## config.mk

```make
export PLATFORM = sky130hd
export DESIGN_NAME = bounded_deque_with_resize_core_flat
export DESIGN_NICKNAME = d
export VERILOG_FILES = /design/src/rtl/core/bdq_pkg.sv /design/src/rtl/core/bdq_channels.sv /design/src/rtl/core/bounded_deque_with_resize_core.sv /design/src/rtl/core/bdq_ram.sv /design/src/rtl/core/bdq_engine.sv /design/src/rtl/core/bdq_out_reg.sv /design/src/flat_wrapper.sv
export SDC_FILE = /design/constraint.sdc
export NUM_CORES = 1
export LEC_CHECK = 0
export BUFFER_PORTS_ARGS = -buffer_cell sky130_fd_sc_hd__clkbuf_2
export CORE_ASPECT_RATIO = 0.7
export CORE_UTILIZATION = 60
export CTS_BUF_LIST = sky130_fd_sc_hd__clkbuf_4 sky130_fd_sc_hd__clkbuf_8
export CTS_CLUSTER_DIAMETER = 200
export DETAILED_ROUTE_END_ITERATION = 7
export PLACE_DENSITY = 0.75
export SLEW_MARGIN = 5
export SYNTH_ARGS = -nofsm -noshare
export SYNTH_HDL_FRONTEND = slang
export SYNTH_SLANG_ARGS = --single-unit
```

## constraint.sdc

```tcl
create_clock -name clock -period 14.2 [get_ports clock]
set_input_delay 0.71 -clock clock [delete_from_list [all_inputs] [get_ports clock]]
set_output_delay 0.71 -clock clock [all_outputs]
set_load 0.01 [all_outputs]
```

## src/rtl/core/bdq_pkg.sv

```systemverilog
// Shared types and codes for the bounded deque core.
// No dependencies; compiled before every other file of the block.
package bdq_pkg;

   localparam logic [2:0] FUNC_PUSH_FRONT = 3'd0;
   localparam logic [2:0] FUNC_PUSH_BACK  = 3'd1;
   localparam logic [2:0] FUNC_POP_FRONT  = 3'd2;
   localparam logic [2:0] FUNC_POP_BACK   = 3'd3;
   localparam logic [2:0] FUNC_RESIZE     = 3'd4;

   localparam logic [1:0] STATUS_DONE  = 2'd0;
   localparam logic [1:0] STATUS_FULL  = 2'd1;
   localparam logic [1:0] STATUS_EMPTY = 2'd2;

   typedef struct packed {
      logic [4:0]         entry_count;
      logic signed [31:0] front_value;
      logic signed [31:0] back_value;
      logic               is_empty;
      logic [1:0]         status;
   } rsp_payload_type;

endpackage

```

## src/rtl/core/bdq_channels.sv

```systemverilog
// Valid/ready channel interfaces for the deque request and response beats.
// No dependencies.
interface bdq_req_if;
   logic               valid;
   logic               ready;
   logic [2:0]         func;
   logic signed [31:0] value;
   logic [4:0]         new_size;

   modport source (output valid, output func, output value, output new_size, input ready);
   modport sink (input valid, input func, input value, input new_size, output ready);
endinterface

interface bdq_rsp_if;
   logic               valid;
   logic               ready;
   logic [4:0]         entry_count;
   logic signed [31:0] front_value;
   logic signed [31:0] back_value;
   logic               is_empty;
   logic [1:0]         status;

   modport source (output valid, output entry_count, output front_value,
                   output back_value, output is_empty, output status, input ready);
   modport sink (input valid, input entry_count, input front_value,
                 input back_value, input is_empty, input status, output ready);
endinterface

```

## src/rtl/core/bounded_deque_with_resize_core.sv

```systemverilog
// Top level of the bounded deque: entry RAM, sequencer and response register.
// Depends on bdq_pkg, bdq_channels, bdq_ram, bdq_engine and bdq_out_reg.
//
//   channel    dir  beat
//   req_chan   in   func, value, new_size
//   rsp_chan   out  entry_count, front_value, back_value, is_empty, status
//
// Push, refused op, no-op resize, pop or shrink that empties: result registered straight from ST_IDLE; back-to-back
// while the response drains.
// Pop and shrink that leave entries pass through ST_READ for the registered RAM read of the new end.
// Growing resize appends one entry at a time in ST_FILL (single RAM write port).
// Synchronous reset empties the deque; entry RAM contents are not cleared.
// A stalled response holds one beat; a further finished beat waits inside.
module bounded_deque_with_resize_core #(
   parameter int CAPACITY   = 16,
   parameter int VALUE_BITS = 32
) (
   input  logic      clock,
   input  logic      reset,
   bdq_req_if.sink   req_chan,
   bdq_rsp_if.source rsp_chan
);
   import bdq_pkg::*;

   localparam int IDX_W = $clog2(CAPACITY);

   logic                  ram_wr_en;
   logic [IDX_W-1:0]      ram_wr_addr;
   logic [VALUE_BITS-1:0] ram_wr_data;
   logic                  ram_rd_en;
   logic [IDX_W-1:0]      ram_rd_addr;
   logic [VALUE_BITS-1:0] ram_rd_data;
   logic                  res_valid;
   logic                  res_take;
   rsp_payload_type       res;

   bdq_ram #(
      .WIDTH (VALUE_BITS),
      .DEPTH (CAPACITY)
   ) u_entries (
      .clock   (clock),
      .wr_en   (ram_wr_en),
      .wr_addr (ram_wr_addr),
      .wr_data (ram_wr_data),
      .rd_en   (ram_rd_en),
      .rd_addr (ram_rd_addr),
      .rd_data (ram_rd_data)
   );

   bdq_engine #(
      .CAPACITY   (CAPACITY),
      .VALUE_BITS (VALUE_BITS)
   ) u_engine (
      .clock       (clock),
      .reset       (reset),
      .req_chan    (req_chan),
      .ram_wr_en   (ram_wr_en),
      .ram_wr_addr (ram_wr_addr),
      .ram_wr_data (ram_wr_data),
      .ram_rd_en   (ram_rd_en),
      .ram_rd_addr (ram_rd_addr),
      .ram_rd_data (ram_rd_data),
      .res_valid   (res_valid),
      .res         (res),
      .res_take    (res_take)
   );

   bdq_out_reg u_out_reg (
      .clock     (clock),
      .reset     (reset),
      .res_valid (res_valid),
      .res       (res),
      .res_take  (res_take),
      .rsp_chan  (rsp_chan)
   );

endmodule

```

## src/rtl/core/bdq_ram.sv

```systemverilog
// Generic single-write, single-read synchronous RAM with registered read data.
// No dependencies.
module bdq_ram #(
   parameter int WIDTH = 32,
   parameter int DEPTH = 16
) (
   input  logic                     clock,
   input  logic                     wr_en,
   input  logic [$clog2(DEPTH)-1:0] wr_addr,
   input  logic [WIDTH-1:0]         wr_data,
   input  logic                     rd_en,
   input  logic [$clog2(DEPTH)-1:0] rd_addr,
   output logic [WIDTH-1:0]         rd_data
);

   logic [WIDTH-1:0] mem_ff [DEPTH];
   logic [WIDTH-1:0] rd_data_ff;

   always_ff @(posedge clock) begin
      if (wr_en) begin
         mem_ff[wr_addr] <= wr_data;
      end
      if (rd_en) begin
         rd_data_ff <= mem_ff[rd_addr];
      end
   end

   assign rd_data = rd_data_ff;

endmodule

```

## src/rtl/core/bdq_engine.sv

```systemverilog
// Deque sequencer: ring pointers, count, cached front/back values, fill loop.
// Depends on bdq_pkg and bdq_channels; drives the entry RAM ports.
module bdq_engine #(
   parameter int CAPACITY   = 16,
   parameter int VALUE_BITS = 32
) (
   input  logic                        clock,
   input  logic                        reset,
   bdq_req_if.sink                     req_chan,
   output logic                        ram_wr_en,
   output logic [$clog2(CAPACITY)-1:0] ram_wr_addr,
   output logic [VALUE_BITS-1:0]       ram_wr_data,
   output logic                        ram_rd_en,
   output logic [$clog2(CAPACITY)-1:0] ram_rd_addr,
   input  logic [VALUE_BITS-1:0]       ram_rd_data,
   output logic                        res_valid,
   output bdq_pkg::rsp_payload_type    res,
   input  logic                        res_take
);
   import bdq_pkg::*;

   localparam int IDX_W = $clog2(CAPACITY);
   localparam int CNT_W = $clog2(CAPACITY + 1);
   localparam logic [CNT_W-1:0] CAP_CNT  = CNT_W'(CAPACITY);
   localparam logic [CNT_W:0]   CAP_WIDE = (CNT_W + 1)'(CAPACITY);
   localparam logic [IDX_W-1:0] LAST_IDX = IDX_W'(CAPACITY - 1);

   typedef enum logic [2:0] {
      ST_IDLE = 3'b001,
      ST_READ = 3'b010,
      ST_FILL = 3'b100
   } fsm_state_type;

   fsm_state_type           state_ff, state_in;
   logic [IDX_W-1:0]        first_ff, first_in;
   logic [CNT_W-1:0]        count_ff, count_in;
   logic [CNT_W-1:0]        target_ff, target_in;
   logic [VALUE_BITS-1:0]   front_ff, front_in;
   logic [VALUE_BITS-1:0]   back_ff, back_in;
   logic [VALUE_BITS-1:0]   fill_ff, fill_in;
   logic [1:0]              status_ff, status_in;
   logic                    pending_ff, pending_in;
   logic                    read_front_ff, read_front_in;

   logic                    accept;
   logic                    is_full;
   logic                    is_none;
   logic                    size_sat;
   logic [CNT_W-1:0]        size_tgt;
   logic [IDX_W-1:0]        prev_first;
   logic [VALUE_BITS-1:0]   in_value;

   function automatic logic [IDX_W-1:0] ring_pos(input logic [IDX_W-1:0] first,
                                                 input logic [CNT_W-1:0] offset);
      logic [CNT_W:0] sum;
      sum = (CNT_W + 1)'(first) + (CNT_W + 1)'(offset);
      if (sum >= CAP_WIDE) begin
         sum = sum - CAP_WIDE;
      end
      return IDX_W'(sum);
   endfunction

   assign accept     = req_chan.valid && req_chan.ready;
   assign is_full    = (count_ff == CAP_CNT);
   assign is_none    = (count_ff == '0);
   assign size_sat   = (32'(req_chan.new_size) > 32'(CAPACITY));
   assign size_tgt   = size_sat ? CAP_CNT : CNT_W'(req_chan.new_size);
   assign prev_first = (first_ff == '0) ? LAST_IDX : first_ff - 1'b1;
   assign in_value   = VALUE_BITS'($unsigned(req_chan.value));

   assign req_chan.ready = (state_ff == ST_IDLE) && (!pending_ff || res_take);

   always_comb begin
      state_in      = state_ff;
      first_in      = first_ff;
      count_in      = count_ff;
      target_in     = target_ff;
      front_in      = front_ff;
      back_in       = back_ff;
      fill_in       = fill_ff;
      status_in     = status_ff;
      pending_in    = pending_ff && !res_take;
      read_front_in = read_front_ff;
      ram_wr_en     = 1'b0;
      ram_wr_addr   = ring_pos(first_ff, count_ff);
      ram_wr_data   = in_value;
      ram_rd_en     = 1'b0;
      ram_rd_addr   = ring_pos(first_ff, CNT_W'(1));

      case (state_ff)
         ST_IDLE: begin
            if (accept) begin
               status_in = STATUS_DONE;
               case (req_chan.func)
                  FUNC_PUSH_FRONT: begin
                     pending_in = 1'b1;
                     if (is_full) begin
                        status_in = STATUS_FULL;
                     end else begin
                        ram_wr_en   = 1'b1;
                        ram_wr_addr = prev_first;
                        first_in    = prev_first;
                        count_in    = count_ff + 1'b1;
                        front_in    = in_value;
                        if (is_none) begin
                           back_in = in_value;
                        end
                     end
                  end
                  FUNC_PUSH_BACK: begin
                     pending_in = 1'b1;
                     if (is_full) begin
                        status_in = STATUS_FULL;
                     end else begin
                        ram_wr_en = 1'b1;
                        count_in  = count_ff + 1'b1;
                        back_in   = in_value;
                        if (is_none) begin
                           front_in = in_value;
                        end
                     end
                  end
                  FUNC_POP_FRONT: begin
                     if (is_none) begin
                        status_in  = STATUS_EMPTY;
                        pending_in = 1'b1;
                     end else begin
                        first_in = ring_pos(first_ff, CNT_W'(1));
                        count_in = count_ff - 1'b1;
                        if (count_ff == CNT_W'(1)) begin
                           pending_in = 1'b1;
                        end else begin
                           ram_rd_en     = 1'b1;
                           read_front_in = 1'b1;
                           state_in      = ST_READ;
                        end
                     end
                  end
                  FUNC_POP_BACK: begin
                     if (is_none) begin
                        status_in  = STATUS_EMPTY;
                        pending_in = 1'b1;
                     end else begin
                        count_in = count_ff - 1'b1;
                        if (count_ff == CNT_W'(1)) begin
                           pending_in = 1'b1;
                        end else begin
                           ram_rd_en     = 1'b1;
                           ram_rd_addr   = ring_pos(first_ff, count_ff - CNT_W'(2));
                           read_front_in = 1'b0;
                           state_in      = ST_READ;
                        end
                     end
                  end
                  FUNC_RESIZE: begin
                     status_in = size_sat ? STATUS_FULL : STATUS_DONE;
                     if (size_tgt > count_ff) begin
                        target_in = size_tgt;
                        fill_in   = in_value;
                        state_in  = ST_FILL;
                     end else if (size_tgt < count_ff) begin
                        count_in = size_tgt;
                        if (size_tgt == '0) begin
                           pending_in = 1'b1;
                        end else begin
                           ram_rd_en     = 1'b1;
                           ram_rd_addr   = ring_pos(first_ff, size_tgt - 1'b1);
                           read_front_in = 1'b0;
                           state_in      = ST_READ;
                        end
                     end else begin
                        pending_in = 1'b1;
                     end
                  end
                  default: begin
                     pending_in = 1'b1;
                  end
               endcase
            end
         end
         ST_READ: begin
            if (read_front_ff) begin
               front_in = ram_rd_data;
            end else begin
               back_in = ram_rd_data;
            end
            pending_in = 1'b1;
            state_in   = ST_IDLE;
         end
         ST_FILL: begin
            ram_wr_en   = 1'b1;
            ram_wr_data = fill_ff;
            count_in    = count_ff + 1'b1;
            back_in     = fill_ff;
            if (is_none) begin
               front_in = fill_ff;
            end
            if (count_ff + 1'b1 == target_ff) begin
               pending_in = 1'b1;
               state_in   = ST_IDLE;
            end
         end
         default: begin
            state_in = ST_IDLE;
         end
      endcase
   end

   always_ff @(posedge clock) begin
      if (reset) begin
         state_ff   <= ST_IDLE;
         first_ff   <= '0;
         count_ff   <= '0;
         pending_ff <= 1'b0;
      end else begin
         state_ff   <= state_in;
         first_ff   <= first_in;
         count_ff   <= count_in;
         pending_ff <= pending_in;
      end
   end

   always_ff @(posedge clock) begin
      target_ff     <= target_in;
      front_ff      <= front_in;
      back_ff       <= back_in;
      fill_ff       <= fill_in;
      status_ff     <= status_in;
      read_front_ff <= read_front_in;
   end

   assign res_valid       = pending_ff;
   assign res.entry_count = 5'(count_ff);
   assign res.front_value = is_none ? '0 : 32'(front_ff);
   assign res.back_value  = is_none ? '0 : 32'(back_ff);
   assign res.is_empty    = is_none;
   assign res.status      = status_ff;

   a_count_bound: assert property (@(posedge clock) disable iff (reset)
      count_ff <= CAP_CNT)
      else $error("entry count above capacity");

   a_read_not_pending: assert property (@(posedge clock) disable iff (reset)
      (state_ff == ST_READ) |-> !pending_ff)
      else $error("result pending during RAM read");

   a_fill_below_target: assert property (@(posedge clock) disable iff (reset)
      (state_ff == ST_FILL) |-> (count_ff < target_ff))
      else $error("fill loop past target");

   a_take_from_pending: assert property (@(posedge clock) disable iff (reset)
      res_take |-> pending_ff)
      else $error("result taken with none pending");

endmodule

```

## src/rtl/core/bdq_out_reg.sv

```systemverilog
// Response output register: holds one result beat until the sink takes it.
// Depends on bdq_pkg and bdq_channels.
module bdq_out_reg (
   input  logic                     clock,
   input  logic                     reset,
   input  logic                     res_valid,
   input  bdq_pkg::rsp_payload_type res,
   output logic                     res_take,
   bdq_rsp_if.source                rsp_chan
);
   import bdq_pkg::*;

   logic            valid_ff, valid_in;
   rsp_payload_type data_ff, data_in;

   assign res_take = res_valid && (!valid_ff || rsp_chan.ready);

   always_comb begin
      valid_in = valid_ff && !rsp_chan.ready;
      data_in  = data_ff;
      if (res_take) begin
         valid_in = 1'b1;
         data_in  = res;
      end
   end

   always_ff @(posedge clock) begin
      if (reset) begin
         valid_ff <= 1'b0;
      end else begin
         valid_ff <= valid_in;
      end
   end

   always_ff @(posedge clock) begin
      data_ff <= data_in;
   end

   assign rsp_chan.valid       = valid_ff;
   assign rsp_chan.entry_count = data_ff.entry_count;
   assign rsp_chan.front_value = data_ff.front_value;
   assign rsp_chan.back_value  = data_ff.back_value;
   assign rsp_chan.is_empty    = data_ff.is_empty;
   assign rsp_chan.status      = data_ff.status;

endmodule

```

## src/flat_wrapper.sv

```systemverilog
// flat-port wrapper written by rule: the top's interface ports become plain ports
module bounded_deque_with_resize_core_flat import bdq_pkg::*;
#(
   parameter int CAPACITY   = 16,
   parameter int VALUE_BITS = 32
)
  (clock, reset, req_chan_valid, req_chan_func, req_chan_value, req_chan_new_size, req_chan_ready, rsp_chan_valid, rsp_chan_entry_count, rsp_chan_front_value, rsp_chan_back_value, rsp_chan_is_empty, rsp_chan_status, rsp_chan_ready);
  bdq_req_if req_chan_i ();
  bdq_rsp_if rsp_chan_i ();
  input  logic clock;
  input  logic reset;
  input wire logic [$bits(req_chan_i.valid)-1:0] req_chan_valid;
  input wire logic [$bits(req_chan_i.func)-1:0] req_chan_func;
  input wire logic [$bits(req_chan_i.value)-1:0] req_chan_value;
  input wire logic [$bits(req_chan_i.new_size)-1:0] req_chan_new_size;
  output wire logic [$bits(req_chan_i.ready)-1:0] req_chan_ready;
  output wire logic [$bits(rsp_chan_i.valid)-1:0] rsp_chan_valid;
  output wire logic [$bits(rsp_chan_i.entry_count)-1:0] rsp_chan_entry_count;
  output wire logic [$bits(rsp_chan_i.front_value)-1:0] rsp_chan_front_value;
  output wire logic [$bits(rsp_chan_i.back_value)-1:0] rsp_chan_back_value;
  output wire logic [$bits(rsp_chan_i.is_empty)-1:0] rsp_chan_is_empty;
  output wire logic [$bits(rsp_chan_i.status)-1:0] rsp_chan_status;
  input wire logic [$bits(rsp_chan_i.ready)-1:0] rsp_chan_ready;
  assign req_chan_i.valid = req_chan_valid;
  assign req_chan_i.func = req_chan_func;
  assign req_chan_i.value = req_chan_value;
  assign req_chan_i.new_size = req_chan_new_size;
  assign req_chan_ready = req_chan_i.ready;
  assign rsp_chan_valid = rsp_chan_i.valid;
  assign rsp_chan_entry_count = rsp_chan_i.entry_count;
  assign rsp_chan_front_value = rsp_chan_i.front_value;
  assign rsp_chan_back_value = rsp_chan_i.back_value;
  assign rsp_chan_is_empty = rsp_chan_i.is_empty;
  assign rsp_chan_status = rsp_chan_i.status;
  assign rsp_chan_i.ready = rsp_chan_ready;
  bounded_deque_with_resize_core #(.CAPACITY(CAPACITY), .VALUE_BITS(VALUE_BITS)) u_core (.clock(clock), .reset(reset), .req_chan(req_chan_i), .rsp_chan(rsp_chan_i));
endmodule
```

==> results.ini, run 1 <==
[power]
p_per_area_nw_per_um2 = 139
leakage_nw = 10.9
vdd_ir_drop_max_v = 0.000102

[placed_design]
io_buffer_count = 117
gp_congestion = 0.912
dp_slack_ns = 8.00
dp.final_hpwl_um = 35300

[synth]
syn_inst = 1791
async_flop_share = 0
ys_seq_area_frac = 0.751
ys.flop_type = edfxtp_1
synth_edf_count = 720
synth_top_area_cell = edfxtp_1
ys_seq_elements = 734
post-synth-top-area-fraction = 0.742
synth_nets = 1860
synth_area_leaders = edfxtp_1 74%, mux2i_1 8.9%, o22ai_1 2.8%
synth_cell_type_count = 64
synth_area_um2 = 29100
synth_area_per_cell_um2 = 16.3
synth_warnings = 0

[route]
route.detailed.drc = 0
initialDrtViolationCount = 2202
wire_per_inst_um = 25.2
drt_first_pass_iters = 6
ant_nets = 0
vias_per_cell = 6.14
vias = 16600
routed_wl_um = 68000

[timing]
max_freq_mhz = 172
hold_viol_final = 0
finClkSkew_ns = 0.0329
maxSlewViolCount = 0
setup_viol = 0
fin_ws_ns = 8.38
maxSlewHeadroom = 0.187
finalCriticalPeriod_ns = 5.82
period_share = 0.410
worst_pin_slew_ns = 1.22
grt_setup_unrepaired = false
fin_tns_setup_ns = 0

[worst_setup_path]
cp.arrival_ns = 6.22
cp_max_fo = 51
crit_buf_inv = 3
slowest_stage = o221a_4
r2r-start = u_core.u_engine.count_ff[1]$_SDFFE_PP0P_
worstPathCellList = inv_1 > ha_1 > nor2b_1 > o22ai_2 > o31a_1 > o211ai_1 > o221a_4 > buf_4 > buf_4 > mux2i_1 > o22ai_1 > or4_1
end_kind = flip-flop
critPathLaunchType = flip-flop
r2r-end = u_core.u_entries.rd_data[7]$_DFFE_PP_
cpMostUsedCell = buf_4
path_class = reg2reg
slowest_delay_ns = 0.87
cp_top_family = buffers and inverters
rrSetupSlack_ns = 8.38
required_ns = 14.61
rr_worst_depth = 12

[floorplanning]
fp.dieW_um = 265
core.rowCount = 67
dieArea_um2 = 49500
start_util = 0.609
core_um2 = 47900
die_y_um = 186
ioPinCount = 118

[global_routing]
grt_max_degree = 73
grt_overflow = 0
grt_pass1_wl_um = 99600
track_usage = 0.275
grt_pass1_vias = 16000
antenna_found_initial = 0

[clock_tree]
cts_buffer_depth = 3
clkTransAtPathRegs_ns = 0.06
cts_tree = built
cts-buffers-inserted = 104
cts.sinks = 734
worst_skew_pair.late_latency_ns = 0.68
postCtsSetupBuffers = 0
cts_htree_levels = 3
post_cts_resized = 0
cts-root-buf = clkbuf_8
hold_buffers = 0

[job]
drv_cap = 0

[layout]
nets = 2033
final_layout_size_suffix_gt1_frac = 0.175
multi_input_area_um2 = 6850
area_growth_pct = 11.6
fillers = 3171
regArea_um2 = 21900

[run_status]
outcome = finished, final reports clean

[hold_path]
hold_path_depth = 1
worstHoldPathType = in2reg
min_to = u_core.u_engine.fill_ff[22]$_DFFE_PP_
min-delay-start = req_chan_value[22]

==> synth_stat cells (all sizes together) (2+ instances only) <==
master	instances
nor2b	70
nor3	7
a311oi	2
nand3	43
nor3b	6
or3	4
or2	4
edfxtp	720
o221ai	2
nand2	185
xor2	13
and3	4
and2	4
a21o	3
clkbuf	54
o31a	3
a211oi	7
or4b	2
or4	33
dfxtp	14
o22ai	133
o31ai	4
o221a	2
nor2	47
a31oi	4
xnor2	11
fa	3
nand2b	10
nor4	2
o211ai	2
a21oi	25
ha	22
a2111oi	2
mux2i	260
a22oi	5
inv	19
o21ai	8
buf	35
o32ai	2
==> report_power, final <==
part	total [W]	switching (W)	internal (W)	leakage [nW]
Sequential	0.00248	0.0000215	0.00246	6.64
Clock	0.00160	0.000764	0.000839	1.06
Combinational	0.000435	0.000287	0.000147	3.16
==> routing by layer <==
metal,part of all wire,wire [um],track usage
met1,0.42,28800,0.406
met2,0.47,32200,0.429
met3,0.083,5650,0.0466
met4,0.020,1340,0.0714
met5,0,0,0
==> placed cells by master, fill, tap and decap left out, types with 5 or more instances in the layout <==
master,count
nor2_4,17
o22ai_1,132
clkbuf_4,34
clkinv_2,10
xnor2_1,11
a21oi_1,24
nor3_1,7
nor2b_1,69
o21ai_0,7
a211oi_1,7
edfxtp_1,720
or4_1,33
clkbuf_8,106
ha_1,22
nand3_1,35
mux2i_1,260
clkbuf_2,117
nor2_1,30
nand2b_1,10
inv_1,18
xor2_1,13
dfxtp_1,14
nand2_1,184
nor3b_1,5
buf_4,39
nand3_2,8
clkinv_1,24
==> cell families after synthesis <==
family / count (synthesis) / synth area share
AOI/OAI and AO/OA: 212 / 0.0471
xor gates and xnor gates: 25 / 0.00798
adders and majority gates: 25 / 0.0115
buffers and inverters: 109 / 0.0208
DFF: 734 / 0.751
muxes: 260 / 0.0893
and+or+nand+nor: 426 / 0.0718
==> worst max-delay path by stage <==
stage | slack, ns | depth (start not counted) | endpoint | start
floorplan | 7.59 | 2 | u_core.u_out_reg.rsp_chan.back_value[0]$_SDFFCE_PP0P_ | rsp_chan_ready
global placement | 8.25 | 14 | u_core.u_entries.rd_data[7]$_DFFE_PP_ | req_chan_new_size[4]
detailed placement | 8.00 | 14 | u_core.u_entries.rd_data[7]$_DFFE_PP_ | req_chan_new_size[4]
CTS | 8.49 | 12 | u_core.u_entries.rd_data[1]$_DFFE_PP_ | u_core.u_engine.count_ff[1]$_SDFFE_PP0P_
global route | 8.14 | 12 | u_core.u_entries.rd_data[1]$_DFFE_PP_ | u_core.u_engine.count_ff[1]$_SDFFE_PP0P_
finish | 8.38 | 12 | u_core.u_entries.rd_data[7]$_DFFE_PP_ | u_core.u_engine.count_ff[1]$_SDFFE_PP0P_
==> cell type report <==
cell class / instances / share of cell area
flip-flops and latches: 734 / 0.673
multi-input cells: 948 / 0.211
clock buffers: 140 / 0.0527
repair buffers: 156 / 0.0270
well taps: 655 / 0.0252
clock inverters: 43 / 0.00888
inverters: 20 / 0.00231
diodes: 1 / 0.0000769
==> metrics by stage <==
step | instance area (um^2) | std cells | total power, W | util | hold slack [ns]
6_report | 32500 | 2697 | 0.00452 | 0.680 | 0.243
4_1_cts | 32500 | 2696 | 0.00453 | 0.680 | 0.202
2_1_floorplan | 29100 | 1791 | 0.00282 | - | 0.400
3_3_place_gp | 30500 | 2513 | 0.00294 | 0.638 | 0.408
3_5_place_dp | 30500 | 2513 | 0.00296 | 0.638 | 0.411
5_1_grt | 32500 | 2696 | 0.00466 | 0.680 | 0.209
==> sequential cells by signal, indices dropped and copies added, names as in the netlist <==
register	count
u_core.u_out_reg.rsp_chan.is_empty	1
u_core.u_out_reg.rsp_chan.valid	1
u_core.u_entries.rd_data	32
u_core.u_engine.read_front_ff	1
u_core.u_engine.first_ff	4
u_core.u_engine.fill_ff	32
u_core.u_out_reg.rsp_chan.status	2
u_core.u_engine.count_ff	5
u_core.u_engine.back_ff	32
u_core.u_out_reg.rsp_chan.front_value	32
u_core.u_engine.state_ff	3
u_core.u_engine.status_ff	2
u_core.u_out_reg.rsp_chan.back_value	32
u_core.u_engine.res_valid	1
u_core.u_out_reg.rsp_chan.entry_count	5
u_core.u_engine.target_ff	5
u_core.u_engine.front_ff	32
u_core.u_entries.mem_ff	512
(Power assumes the default switching activity.)
==> run 2, diff against run 1 <==
Clock period 14.2 ns to 5.5 ns, I/O delays scaled along.
==> run 2 against run 1 <==
- critical path depth did not move
- global-route usage is 0.69 points higher
- setup slack got worse by 7.3 ns
- sequential power grew to 2.6 times the previous value
- first-iteration DRC count is 13% lower
- clock power increased to 2.7 times the previous value
- via count is 1.7% higher
- largest power group unchanged
==> results.ini, run 2 (synthesis gave the netlist of run 1 again) <==
[worst_setup_path]
r2r-start = u_core.u_engine.count_ff[2]$_SDFFE_PP0P_
cp_max_fo = 21
crit_buf_inv = 3
required_ns = 5.89
worstSetupStartpoint = u_core.u_engine.count_ff[2]$_SDFFE_PP0P_
critPathLaunchType = flip-flop
worstPathCellList = inv_1 > ha_1 > inv_1 > ha_1 > xnor2_1 > nor3_1 > o21ai_0 > o221ai_1 > nand3_2 > buf_4 > o22ai_1 > or4_1
cp_top_family = simple AND/OR/NAND/NOR gates
cp.arrival_ns = 4.83
slowest_delay_ns = 0.68
slowest_stage = dfxtp_1
path_class = reg2reg
end_kind = flip-flop

[placed_design]
dpl_cell_area_um2 = 30700
gp_congestion = 0.905
dp.final_hpwl_um = 39000
dpl.cell_count = 2524
io_buffer_count = 117
dp_slack_ns = 1.03

[power]
leakage_nw = 11.1
vdd_ir_drop_max_v = 0.000367
p_seq_frac = 0.542
combPwrFrac = 0.097
finalPower_w = 0.0118
p_per_area_nw_per_um2 = 357
power.net_switching_w = 0.00280
p_int_w = 0.00902
swShare = 0.237
clkPwrFrac = 0.361

[timing]
maxSlewViolCount = 0
period_share = 0.807
finalCriticalPeriod_ns = 4.44
hold_viol_final = 0
worst_pin_slew_ns = 0.936
grt_setup_unrepaired = false
finClkSkew_ns = 0.0234
fin_tns_setup_ns = 0
fin_ws_ns = 1.06
max_freq_mhz = 225
setup_viol = 0
maxSlewHeadroom = 0.375

[clock_tree]
cts-root-buf = clkbuf_8
cts_buffer_depth = 3
postCtsSetupBuffers = 0
cts_tree = built
cts-buffers-inserted = 103
cts.sinks = 734
worst_skew_pair.late_latency_ns = 0.68
clkTransAtPathRegs_ns = 0.06
cts_htree_levels = 3

[route]
met3_length_um = 6680
met1_length_um = 28400
top_layer = met4
drt_first_pass_iters = 6
ant_nets = 0
initialDrtViolationCount = 1913
route.detailed.drc = 0
vias_per_cell = 6.14
wire_per_inst_um = 25.2
routed-wl-met2_um = 32300
routed_wl_um = 69100
vias = 16800

[layout]
stdcell_count = 2746
final_layout_size_suffix_gt1_frac = 0.173
antenna_cells = 0
postLayoutCellArea_um2 = 33100
area_growth_pct = 13.7
mostFrequentLayoutCell = edfxtp_1
most-common-layout-cells = 720 x edfxtp_1, 260 x mux2i_1, 185 x nand2_1
largest_reg_flops = 512
largest-register = u_core.u_entries.mem_ff
nets = 2079

[floorplanning]
fp.dieW_um = 265
dieArea_um2 = 49500
core.rowCount = 67
start_util = 0.609
ioPinCount = 118
die_y_um = 186
core_um2 = 47900

[hold_path]
worstHoldPathType = in2reg
min-delay-start = req_chan_new_size[1]

[global_routing]
track_usage = 0.282
grt_overflow = 0
grt_max_degree = 46
antenna_found_initial = 0
grt_pass1_wl_um = 103000
grt_pass1_vias = 16500

[run_status]
outcome = finished, final reports clean

[job]
drv_cap = 0

## run 2: cell types whose count changed in the layout (fill, tap and decap cells not counted), sizes merged
| cell | previous run | this run |
|---|---|---|
| buf | 39 | 50 |
| bufinv | 3 | 5 |
| clkbuf | 257 | 258 |
| clkinv | 34 | 37 |
| clkinvlp | 3 | 2 |
| diode | 1 | 0 |
| dlygate4sd3 | 0 | 36 |
| inv | 23 | 21 |
## run 2: what timing repair did
action | CTS | global route
endpoints found under the hold margin | 75 | 0
hold buffers | 36 | 0
gates resized for setup | 0 | 0
## run 2: power by group through the flow
stage / clock network [W] / logic [W] / registers, W
6_report: 0.00427 / 0.00115 / 0.00640
5_1_grt: 0.00455 / 0.00124 / 0.00641
4_1_cts: 0.00432 / 0.00114 / 0.00640
3_5_place_dp: 0 / 0.00112 / 0.00652
3_3_place_gp: 0 / 0.00108 / 0.00651
2_1_floorplan: 0 / 0.000746 / 0.00653
## run 2: worst paths after layout
path / endpoint / slack, ns / cells after the start
setup / recovery: u_core.u_entries.rd_data[30]$_DFFE_PP_ / 1.06 / 12
hold / removal: u_core.u_engine.target_ff[1]$_DFFE_PP_ / 0.08 / 3
setup reg to reg: u_core.u_entries.rd_data[30]$_DFFE_PP_ / 1.06 / 12
hold reg to reg: u_core.u_out_reg.rsp_chan.status[0]$_DFFE_PP_ / 0.43 / 0
## run 2: layout make-up
| cell class | count | area [um^2] |
|---|---|---|
| Sequential cell | 734 | 21900 |
| Fill cell | 3054 | 14700 |
| Multi-Input combinational cell | 948 | 6830 |
| Clock buffer | 141 | 1730 |
| Timing Repair Buffer | 203 | 1450 |
| Tap cell | 655 | 820 |
| Clock inverter | 45 | 329 |
| Inverter | 20 | 75.1 |
## run 2: tightest hold or removal path, cell delays in order
cell	delay (ns)
clkbuf_2	0.11
nand2b_1	0.13
inv_1	0.12
## run 2: layer usage
layer  vias up  track usage
li1       7374            -
met1      8422        0.408
met2       922        0.433
met3       131       0.0582
met4         0       0.0912
met5         -            0
## run 2: per-stage QoR
step,hold slack (ns),util
global placement,0.401,0.642
finish,0.0780,0.692
global route,0.0947,0.692
CTS,0.0168,0.692
floorplan,0.347,-
detailed placement,0.412,0.642
==> run 3, diff against run 2 <==
Clock period 5.5 ns to 4.5 ns, I/O delays scaled along.
==> run 3 against run 2 <==
- hold slack lost 0.021 ns
- clock power grew 19%
- global-route usage shrank 0.26 points
- non-clock buffer count grew 16
- via count shrank 0.13%
- combinational power grew 28%
- core utilization grew 0.74 points
- maximum frequency grew 7.0%
- critical endpoint is now u_core.u_entries.rd_data[17]$_DFFE_PP_
- largest cell class unchanged
==> results.ini, run 3 (synthesis gave the netlist of run 1 again) <==
[route]
routed_wl_um = 68800
vias_per_cell = 6.11
initialDrtViolationCount = 2153
wire_per_inst_um = 25.0
ant_nets = 0
drt_first_pass_iters = 5
vias = 16800
route.detailed.drc = 0

[layout]
largest_reg_flops = 512
multi_input_area_um2 = 6830
most-common-layout-cells = 720 x edfxtp_1, 260 x mux2i_1, 185 x nand2_1
largest-register = u_core.u_entries.mem_ff
fin_util = 0.699
nets = 2093
antenna_cells = 0
regArea_um2 = 21900
area_growth_pct = 14.9
postLayoutCellArea_um2 = 33500
fillers = 3043
final_layout_size_suffix_gt1_frac = 0.181
mostFrequentLayoutCell = edfxtp_1

[global_routing]
grt_pass1_wl_um = 101000
antenna_found_initial = 0
grt_use_met2 = 0.410
gr-usage-met1 = 0.423
grt_pass1_vias = 16300
grtUsageMet3 = 0.0566
grt_max_degree = 52
grt_overflow = 0
track_usage = 0.279
busiest_layer = met1

[worst_setup_path]
cp_max_fo = 14
critPathLaunchType = flip-flop
path_class = reg2reg
cp.arrival_ns = 4.55
rrSetupSlack_ns = 0.35
required_ns = 4.91
end_kind = flip-flop

[floorplanning]
fp.dieW_um = 265
dieArea_um2 = 49500
core.rowCount = 67
die_y_um = 186
ioPinCount = 118
core_um2 = 47900
start_util = 0.609

[timing]
maxSlewViolCount = 0
grt_setup_unrepaired = false
worst_pin_slew_ns = 1.07
maxSlewHeadroom = 0.285
period_share = 0.921
finalCriticalPeriod_ns = 4.15
holdWs_ns = 0.0574
finClkSkew_ns = 0.0384
max_freq_mhz = 241
hold_viol_final = 0
fin_tns_setup_ns = 0
setup_viol = 0

[power]
finalPower_w = 0.0144
leakage_nw = 11.3
vdd_ir_drop_max_v = 0.000293
p_per_area_nw_per_um2 = 429

[hold_path]
worstHoldPathType = in2reg

[clock_tree]
clkTransAtPathRegs_ns = 0.06
cts_buffer_depth = 3
cts.sinks = 734
postCtsSetupBuffers = 0
worst_skew_pair.late_latency_ns = 0.69
cts-root-buf = clkbuf_8
cts_htree_levels = 3
cts-buffers-inserted = 101
hold_buffers = 37
cts_tree = built
post_cts_resized = 0

[placed_design]
dpl_cell_area_um2 = 31100
dp.final_hpwl_um = 38400
gp_congestion = 0.924
io_buffer_count = 117

[job]
drv_cap = 0

[run_status]
outcome = finished, final reports clean

[run 3: worst max-delay path, cell delays in order (launching register included)]
cell	delay [ns]
dfxtp_1	0.44
inv_1	0.24
ha_1	0.36
nor2b_1	0.20
o22ai_2	0.12
o31a_1	0.34
o211ai_1	0.32
o221a_4	0.49
buf_12	0.20
buf_4	0.26
mux2i_1	0.26
o22ai_1	0.11
or4_1	0.53
[run 3: final timing paths]
check	cells past startpoint	from	end
worst max-delay path	12	u_core.u_engine.count_ff[1]$_SDFFE_PP0P_	u_core.u_entries.rd_data[17]$_DFFE_PP_
worst min register to register	0	u_core.u_engine.status_ff[1]$_DFFE_PP_	u_core.u_out_reg.rsp_chan.status[1]$_DFFE_PP_
worst min-delay path	3	req_chan_new_size[0]	u_core.u_engine.target_ff[0]$_DFFE_PP_
worst max register to register	12	u_core.u_engine.count_ff[1]$_SDFFE_PP0P_	u_core.u_entries.rd_data[17]$_DFFE_PP_
[run 3: per-stage QoR]
step | std cells | setup WS [ns]
2_1_floorplan | 1791 | 0.179
3_3_place_gp | 2539 | 0.425
3_5_place_dp | 2539 | 0.262
4_1_cts | 2754 | 0.403
5_1_grt | 2754 | 0.140
6_report | 2754 | 0.354
[run 3: power by group]
| part | switching, W | total [W] | internal, W |
|---|---|---|---|
| sequential | 0.0000650 | 0.00782 | 0.00776 |
| combinational | 0.000925 | 0.00147 | 0.000548 |
| clock | 0.00241 | 0.00509 | 0.00267 |
[run 3: final cells by class]
| type | instances | share of cell area |
|---|---|---|
| multi-input combinational | 948 | 0.204 |
| inverter | 20 | 0.00224 |
| timing repair buffer | 219 | 0.0558 |
| clock buffer | 148 | 0.0524 |
| sequential | 734 | 0.654 |
| tap | 655 | 0.0245 |
| clock inverter | 30 | 0.00695 |
[run 3: routing by layer]
metal	vias up	wire, um
li1	7388	-
met1	8404	29400
met2	910	30600
met3	125	6850
met4	0	1910
met5	-	0
